$ cat config.mk
export PLATFORM = sky130hd
export DESIGN_NAME = tcw_useq
export DESIGN_NICKNAME = d
export VERILOG_FILES = /design/src/sv/tcw_pkg.sv /design/src/sv/tcw_useq.sv
export SDC_FILE = /design/constraint.sdc
export NUM_CORES = 1
export LEC_CHECK = 0
export ABC_AREA = 1
export BUFFER_PORTS_ARGS = -buffer_cell sky130_fd_sc_hd__buf_2
export CORE_MARGIN = 2
export CORE_UTILIZATION = 30
export DETAILED_ROUTE_END_ITERATION = 16
export GPL_TIMING_DRIVEN = 0
export HOLD_SLACK_MARGIN = 0.08
export MAX_ROUTING_LAYER = met4
export SETUP_SLACK_MARGIN = 0.3
export SYNTH_ARGS = -nofsm -noshare
export SYNTH_HDL_FRONTEND = slang
export SYNTH_SLANG_ARGS = --single-unit
export TNS_END_PERCENT = 30
$ cat constraint.sdc
create_clock -name clk_i -period 1.9 [get_ports clk_i]
set_input_delay 0.57 -clock clk_i [delete_from_list [all_inputs] [get_ports clk_i]]
set_output_delay 0.57 -clock clk_i [all_outputs]
set_load 0.1 [all_outputs]
$ cat src/sv/tcw_pkg.sv
// ----------------------------------------------------------------------------
// tcw_pkg
// Shared types, codes and the control store of the text console writer.
// ----------------------------------------------------------------------------
package tcw_pkg;

  // Port field widths
  localparam int REQ_W    = 2;
  localparam int CHAR_W   = 8;
  localparam int ATTR_W   = 8;
  localparam int ROW_IN_W = 5;
  localparam int COL_IN_W = 7;
  localparam int POS_W    = 11;
  localparam int CELL_W   = CHAR_W + ATTR_W;

  // Request codes
  localparam logic [REQ_W-1:0] REQ_PUT   = 2'd0;
  localparam logic [REQ_W-1:0] REQ_CLEAR = 2'd1;
  localparam logic [REQ_W-1:0] REQ_READ  = 2'd2;

  // Character codes
  localparam logic [CHAR_W-1:0] CH_BACKSPACE = 8'd8;
  localparam logic [CHAR_W-1:0] CH_NEWLINE   = 8'd10;
  localparam logic [CHAR_W-1:0] CH_SPACE     = 8'h20;

  localparam logic [ATTR_W-1:0] RESET_ATTR = 8'h0F;
  localparam logic [CELL_W-1:0] RESET_CELL = {RESET_ATTR, CH_SPACE};

  // Micro-instruction fields
  typedef enum logic [2:0] {
    CUR_HOLD,
    CUR_ADVANCE,
    CUR_NEWLINE,
    CUR_BACK,
    CUR_HOME,
    CUR_LAST_ROW
  } cur_op_e;

  typedef enum logic [1:0] {
    WRC_NONE,
    WRC_CHAR,
    WRC_BLANK
  } wr_cur_e;

  typedef enum logic [1:0] {
    SW_NONE,
    SW_INIT,
    SW_CLEAR,
    SW_SCROLL
  } sweep_e;

  typedef enum logic [2:0] {
    JMP_NEXT,
    JMP_ALWAYS,
    JMP_COL_ZERO,
    JMP_NO_OVF,
    JMP_SWEEP_MORE
  } jump_e;

  typedef enum logic [1:0] {
    END_NONE,
    END_RESULT,
    END_QUIET
  } end_e;

  localparam int UPC_W = 4;
  typedef logic [UPC_W-1:0] upc_t;

  typedef struct packed {
    cur_op_e cur_op;
    wr_cur_e wr_cur;
    sweep_e  sweep;
    logic    ptr_clr;
    logic    rd_cell;
    jump_e   jump;
    upc_t    target;
    end_e    fin;
  } uinstr_t;

  // Status fed back to the sequencer for conditional jumps
  typedef struct packed {
    logic col_zero;
    logic row_ovf;
    logic sweep_last;
  } ucond_t;

  // Program addresses
  localparam upc_t U_INIT0 = 4'd0;
  localparam upc_t U_INIT1 = 4'd1;
  localparam upc_t U_QUIET = 4'd2;
  localparam upc_t U_PUT   = 4'd3;
  localparam upc_t U_NL    = 4'd4;
  localparam upc_t U_BS0   = 4'd5;
  localparam upc_t U_BS1   = 4'd6;
  localparam upc_t U_BS2   = 4'd7;
  localparam upc_t U_CHK   = 4'd8;
  localparam upc_t U_SC0   = 4'd9;
  localparam upc_t U_SC1   = 4'd10;
  localparam upc_t U_FIN   = 4'd11;
  localparam upc_t U_CL0   = 4'd12;
  localparam upc_t U_CL1   = 4'd13;
  localparam upc_t U_CL2   = 4'd14;
  localparam upc_t U_RD0   = 4'd15;

  localparam uinstr_t UI_NOP = '{
    cur_op:  CUR_HOLD,
    wr_cur:  WRC_NONE,
    sweep:   SW_NONE,
    ptr_clr: 1'b0,
    rd_cell: 1'b0,
    jump:    JMP_NEXT,
    target:  U_INIT0,
    fin:     END_NONE
  };

  // Control store
  function automatic uinstr_t ucode(upc_t upc);
    uinstr_t ui;
    ui = UI_NOP;
    unique case (upc)
      U_INIT0: begin
        ui.ptr_clr = 1'b1;
      end
      U_INIT1: begin
        ui.sweep  = SW_INIT;
        ui.jump   = JMP_SWEEP_MORE;
        ui.target = U_INIT1;
      end
      U_QUIET: begin
        ui.fin = END_QUIET;
      end
      U_PUT: begin
        ui.wr_cur = WRC_CHAR;
        ui.cur_op = CUR_ADVANCE;
        ui.jump   = JMP_ALWAYS;
        ui.target = U_CHK;
      end
      U_NL: begin
        ui.cur_op = CUR_NEWLINE;
        ui.jump   = JMP_ALWAYS;
        ui.target = U_CHK;
      end
      U_BS0: begin
        ui.jump   = JMP_COL_ZERO;
        ui.target = U_FIN;
      end
      U_BS1: begin
        ui.cur_op = CUR_BACK;
      end
      U_BS2: begin
        ui.wr_cur = WRC_BLANK;
        ui.jump   = JMP_ALWAYS;
        ui.target = U_FIN;
      end
      U_CHK: begin
        ui.jump   = JMP_NO_OVF;
        ui.target = U_FIN;
      end
      U_SC0: begin
        ui.ptr_clr = 1'b1;
        ui.cur_op  = CUR_LAST_ROW;
      end
      U_SC1: begin
        ui.sweep  = SW_SCROLL;
        ui.jump   = JMP_SWEEP_MORE;
        ui.target = U_SC1;
      end
      U_FIN: begin
        ui.fin = END_RESULT;
      end
      U_CL0: begin
        ui.ptr_clr = 1'b1;
        ui.cur_op  = CUR_HOME;
      end
      U_CL1: begin
        ui.sweep  = SW_CLEAR;
        ui.jump   = JMP_SWEEP_MORE;
        ui.target = U_CL1;
      end
      U_CL2: begin
        ui.jump   = JMP_ALWAYS;
        ui.target = U_FIN;
      end
      U_RD0: begin
        ui.rd_cell = 1'b1;
        ui.jump    = JMP_ALWAYS;
        ui.target  = U_FIN;
      end
      default: begin
        ui = UI_NOP;
      end
    endcase
    return ui;
  endfunction

  // Dispatch: program entry for an accepted request
  function automatic upc_t entry_of(logic [REQ_W-1:0] req, logic [CHAR_W-1:0] ch);
    upc_t e;
    unique case (req)
      REQ_PUT: begin
        if (ch == CH_NEWLINE) begin
          e = U_NL;
        end else if (ch == CH_BACKSPACE) begin
          e = U_BS0;
        end else begin
          e = U_PUT;
        end
      end
      REQ_CLEAR: e = U_CL0;
      REQ_READ:  e = U_RD0;
      default:   e = U_FIN;
    endcase
    return e;
  endfunction

endpackage

$ cat src/sv/tcw_useq.sv
// ----------------------------------------------------------------------------
// tcw_useq
// Micro-sequencer: step counter over the control store, conditional jumps,
// dispatch on a new request and the busy flag.
// ----------------------------------------------------------------------------
module tcw_useq (
  input  logic              clk_i,
  input  logic              rst_ni,
  input  logic              start_i,
  input  tcw_pkg::upc_t     entry_i,
  input  tcw_pkg::ucond_t   cond_i,
  input  logic              stall_i,
  output tcw_pkg::uinstr_t  ctrl_o,
  output logic              busy_o
);

  tcw_pkg::upc_t    upc_q, upc_d;
  logic             busy_q, busy_d;
  tcw_pkg::uinstr_t ui;
  logic             taken;

  assign ui = tcw_pkg::ucode(upc_q);

  always_comb begin
    unique case (ui.jump)
      tcw_pkg::JMP_ALWAYS:     taken = 1'b1;
      tcw_pkg::JMP_COL_ZERO:   taken = cond_i.col_zero;
      tcw_pkg::JMP_NO_OVF:     taken = !cond_i.row_ovf;
      tcw_pkg::JMP_SWEEP_MORE: taken = !cond_i.sweep_last;
      default:                 taken = 1'b0;
    endcase
  end

  always_comb begin
    upc_d  = upc_q;
    busy_d = busy_q;
    if (!busy_q) begin
      if (start_i) begin
        upc_d  = entry_i;
        busy_d = 1'b1;
      end
    end else begin
      unique case (ui.fin)
        tcw_pkg::END_RESULT: begin
          // holds here until the output register is free
          if (!stall_i) begin
            busy_d = 1'b0;
          end
        end
        tcw_pkg::END_QUIET: begin
          busy_d = 1'b0;
        end
        default: begin
          upc_d = taken ? ui.target : upc_q + 1'b1;
        end
      endcase
    end
  end

  always_ff @(posedge clk_i or negedge rst_ni) begin
    if (!rst_ni) begin
      upc_q  <= tcw_pkg::U_INIT0;
      busy_q <= 1'b1;
    end else begin
      upc_q  <= upc_d;
      busy_q <= busy_d;
    end
  end

  assign ctrl_o = busy_q ? ui : tcw_pkg::UI_NOP;
  assign busy_o = busy_q;

endmodule

# Word-level counts from Yosys, hierarchy flattened
# Index checks and enable logic that the tools add are counted.
word_totals:
  reg_bits: 5
  inputBits: 11
  out_inout_bits: 19
  elab_cells: 51
op_classes:
  n_addsub: 1
  n_eq_ne: 22
  mux: 17
  n_reduce_logical: 9
ops:
  columns: ["operator", "count"]
  rows:
  - ["case mux 7 bit (7 select lines)", 1]
  - ["equality test 4 bit (second input constant)", 8]
  - ["2-to-1 mux 18 bit", 1]
  - ["equality test 4 x 3 -> 1 bit (second input constant)", 4]
  - ["2-to-1 mux 4 bit", 4]
  - ["case mux 3 bit (5 select lines)", 1]
  - ["equality test 4 x 2 -> 1 bit (second input constant)", 2]
  - ["case mux 2 bit (2 select lines)", 2]
  - ["equality test 3 x 2 -> 1 bit (second input constant)", 2]
  - ["case mux 2 bit (3 select lines)", 1]
  - ["OR reduction 3 bit", 2]
  - ["2-to-1 mux 1 bit", 5]
  - ["adder 4 x 1 -> 4 bit (second input constant)", 1]
  - ["equality test 4 x 1 -> 1 bit (second input constant)", 1]
  - ["logical NOT 4 bit", 1]
  - ["case mux 1 bit (4 select lines)", 1]
  - ["OR reduction 2 bit", 2]
  - ["equality test 3 x 1 -> 1 bit (second input constant)", 1]
  - ["equality test 3 bit (second input constant)", 1]
  - ["equality test 2 x 1 -> 1 bit (second input constant)", 1]
  - ["equality test 2 bit (second input constant)", 1]
  - ["logical NOT 1 bit", 2]
  - ["!= test 2 bit (second input constant)", 1]
  - ["case mux 1 bit (2 select lines)", 1]
  - ["other kinds (2)", 2]

# Longest topological paths before layout
logic_depth:
  depth_word: 8
  depth_mapped: 14
  mapped_depth_nobuf: 14

# Least setup slack after synthesis
# Ideal clock, no wire load.
synth_path:
  kind: "reg2out"
  startpoint: "reg busy_q (netlist: busy_o)"
  endpoint: "out ctrl_o[14] in the netlist's numbering"
  arrival_time_ns: 4.120
  required_ns: 1.330
  path_slack_ns: -2.790
  stages_incl_launch_ff: 4
  n_path_buf: 1
  cell_sequence: "dfstp_2 -> buf_2 -> clkinv_1 -> nor4_1"
synth_lines:
  columns: ["element", "line_no", "text"]
  rows:
  - ["start: declaration", "tcw_useq.sv:18", "logic busy_q, busy_d;"]
  - ["start signal: assignment", "tcw_useq.sv:66", "busy_q <= busy_d;"]
  - ["end: declaration", "tcw_useq.sv:13", "output tcw_pkg::uinstr_t ctrl_o,"]

==> flow_metrics.env <==
export IMPL_cp_max_fo=4
export IMPL_start_util=0.308
export IMPL_wl_mm=2.95
export IMPL_antenna_found_initial=0
export IMPL_criticalPathCategory="reg2out"
export IMPL_die_area_mm2=0.00320
export IMPL_yosysWarningCount=0
export IMPL_drv_cap=0
export IMPL_worstPathArrival_ns=1.80
export IMPL_cts_sinks=5
export IMPL_cpMostUsedCell="nand2_2"
export IMPL_fin_skew_ns=0.000465
export IMPL_cp_num_buf_inv=3
export IMPL_hold_viol_final=0
export IMPL_postRouteAntennaNets=0
export IMPL_num_vias=1009
export IMPL_cts_root_buf="clkbuf_4"
export IMPL_worstPathCellList="inv_4 > ha_4 > nand2_2 > nand2_2 > nand2_2 > nor3b_4 > or2_4 > inv_4 > buf_12"
export IMPL_rsz0062_at_grt="true"
export IMPL_globalRouteTotalUtil=0.192
export IMPL_viasPerCell=5.02
export IMPL_cts_buffers=3
export IMPL_violations="negative setup slack"
export IMPL_fillers=207
export IMPL_grt_start_max_net_pins=11
export IMPL_fp_row_count=19
export IMPL_seq_area_frac_synth=0.153
export IMPL_pre_cts_slack_ns=-0.650
export IMPL_crit_path_top_delay_cell="dfrtp_2"
export IMPL_final_net_count=188
export IMPL_drt_iter0_drc=13
export IMPL_drc=0
export IMPL_drive_above_1_share=0.676
export IMPL_syn2layout_area_growth_pct=115
export IMPL_wl_per_cell_um=14.7
export IMPL_core_area_mm2=0.00269
export IMPL_ys_ff_latch=5
export IMPL_start_kind="flip-flop"
export IMPL_gr_total_overflow=0
export IMPL_die_y_um=56.5
export IMPL_drt_pre_antenna_iters=4
export IMPL_tightest_slew_ns=0.484
export IMPL_postSynthAreaPerCell_um2=6.90
export IMPL_synthCells=120
export IMPL_tns_ns=-6.01
export IMPL_setup_ws_ns=-0.472
export IMPL_netlist_area_um2=828
export IMPL_status="finished with violations"
export IMPL_die_w_um=56.5
export IMPL_num_antenna_cells=0
export IMPL_critPathCaptureType="primary output"
export IMPL_fmax_ghz=0.422
export IMPL_min_period_ns=2.37
export IMPL_syn_nets=137
export IMPL_grt_pass1_wl_mm=4.79
export IMPL_synth_edff_count=0
export IMPL_design_area_mm2=0.00178
export IMPL_hold_path_class="in2async"
export IMPL_regArea_um2=133
export IMPL_clk_pin_slew_ns=0.04
export IMPL_portBuffers=29
export IMPL_insertion_delay_ns=0.24
export IMPL_setup_viol=22
export IMPL_gp_congestion=0.795
export IMPL_finalCritPeriodShare=1.25
export IMPL_cpPeakStageDelay_ns=0.45
export IMPL_ys_types=29
export IMPL_grt_pass1_vias=1028
export IMPL_async_flop_share=1.00
export IMPL_slew_violations=0
export IMPL_required_ns=1.33
export IMPL_slew_headroom=0.679
export IMPL_ios=30
export IMPL_cts_max_level=1
export IMPL_cts_tree="yes"
export IMPL_hold_worst_slack_ns=0.139
export IMPL_multi_input_area_um2=875
export IMPL_critPathTopFamily="simple AND/OR/NAND/NOR gates"
export IMPL_clockBufferDepth=2
export IMPL_placed_area_mm2=0.00120
export IMPL_ys_flop_type="dfrtp_1"
export IMPL_dp_hpwl_mm=1.81
==> flip-flops by register name, summed over array words and instances, names as in the netlist <==
name / count
upc_q: 4
busy_o: 1
==> through the flow <==
stage | utilization | instances
final | 0.661 | 201
after global routing | 0.661 | 201
after CTS | 0.639 | 199
after detailed placement | 0.447 | 180
after global placement | 0.447 | 180
after floorplan | - | 120
==> cells by family after synthesis <==
| logic type | share of synthesized area |
|---|---|
| DFF | 0.153 |
| xor gates and xnor gates | 0.0212 |
| AOI/OAI and AO/OA | 0.122 |
| adders and majority gates | 0.0906 |
| and+or+nand+nor | 0.488 |
| buffers and inverters | 0.125 |
==> timing repair <==
item	in CTS	in global routing
hold endpoints to repair	0	0
cloned	2	0
pin swaps	6	4
endpoints found under the setup margin	24	24
hold buffers	0	0
gates resized for setup	90	13
setup buffers	13	2
==> cell type report <==
cell class	instances	area share
multi-input combinational	93	0.492
sequential	5	0.0746
buffer	4	0.0352
timing repair buffer	45	0.306
inverter	18	0.0507
timing repair inverter	1	0.00493
clock buffer	4	0.0148
tap	31	0.0218
==> layout by cell type (no fill, tap or decap), drive strengths merged <==
master / n
buf: 47
nand2: 23
nand3: 17
inv: 17
nor2: 17
a21oi: 10
nand4: 6
ha: 6
clkbuf: 6
o21ai: 5
dfrtp: 4
nor4: 2
nor3b: 2
clkinv: 2
a31oi: 1
a31o: 1
or2: 1
xor2: 1
xnor2: 1
dfstp: 1
==> worst paths after layout <==
| path | cells after the start | slack (ns) | start | to |
|---|---|---|---|---|
| min reg2reg | 3 | 0.71 | upc_q[2] | upc_q[2] |
| max | 9 | -0.47 | upc_q[0] | ctrl_o[3] |
| min in group clk_i | 3 | 0.67 | stall_i | busy_o |
| min | 1 | 0.14 | rst_ni | upc_q[1] |
| max reg2reg | 14 | -0.11 | upc_q[0] | upc_q[2] |
| max in group asynchronous | 1 | 1.55 | rst_ni | busy_o |
==> synthesized netlist by cell type (2+ instances only) <==
cell	count	area (um^2)
nand2_4	2	22.5
nand2_1	15	56.3
a21oi_1	7	35.0
nand3_2	5	50.1
nand3_1	10	50.1
nor2_1	14	52.6
dfrtp_1	4	100
a21oi_2	3	26.3
inv_1	15	56.3
nor3b_1	2	15.0
nor2_4	2	22.5
nand2_2	6	37.5
nand4_1	6	37.5
nor4_1	2	12.5
nand3_4	2	35.0
o21ai_0	5	25.0
buf_6	2	22.5
inv_4	2	12.5
ha_1	6	75.1
==> layer usage <==
layer  track usage  routed length [um]  vias up
li1              -                   -      499
met1         0.226                1190      481
met2         0.341                1650       25
met3       0.00691                  78        4
met4        0.0782                  37        0
met5             -                   0        -
Power is left out: the tool's default activity adds up to more than one toggle a clock period on the data nets, which glitch-free logic cannot reach.
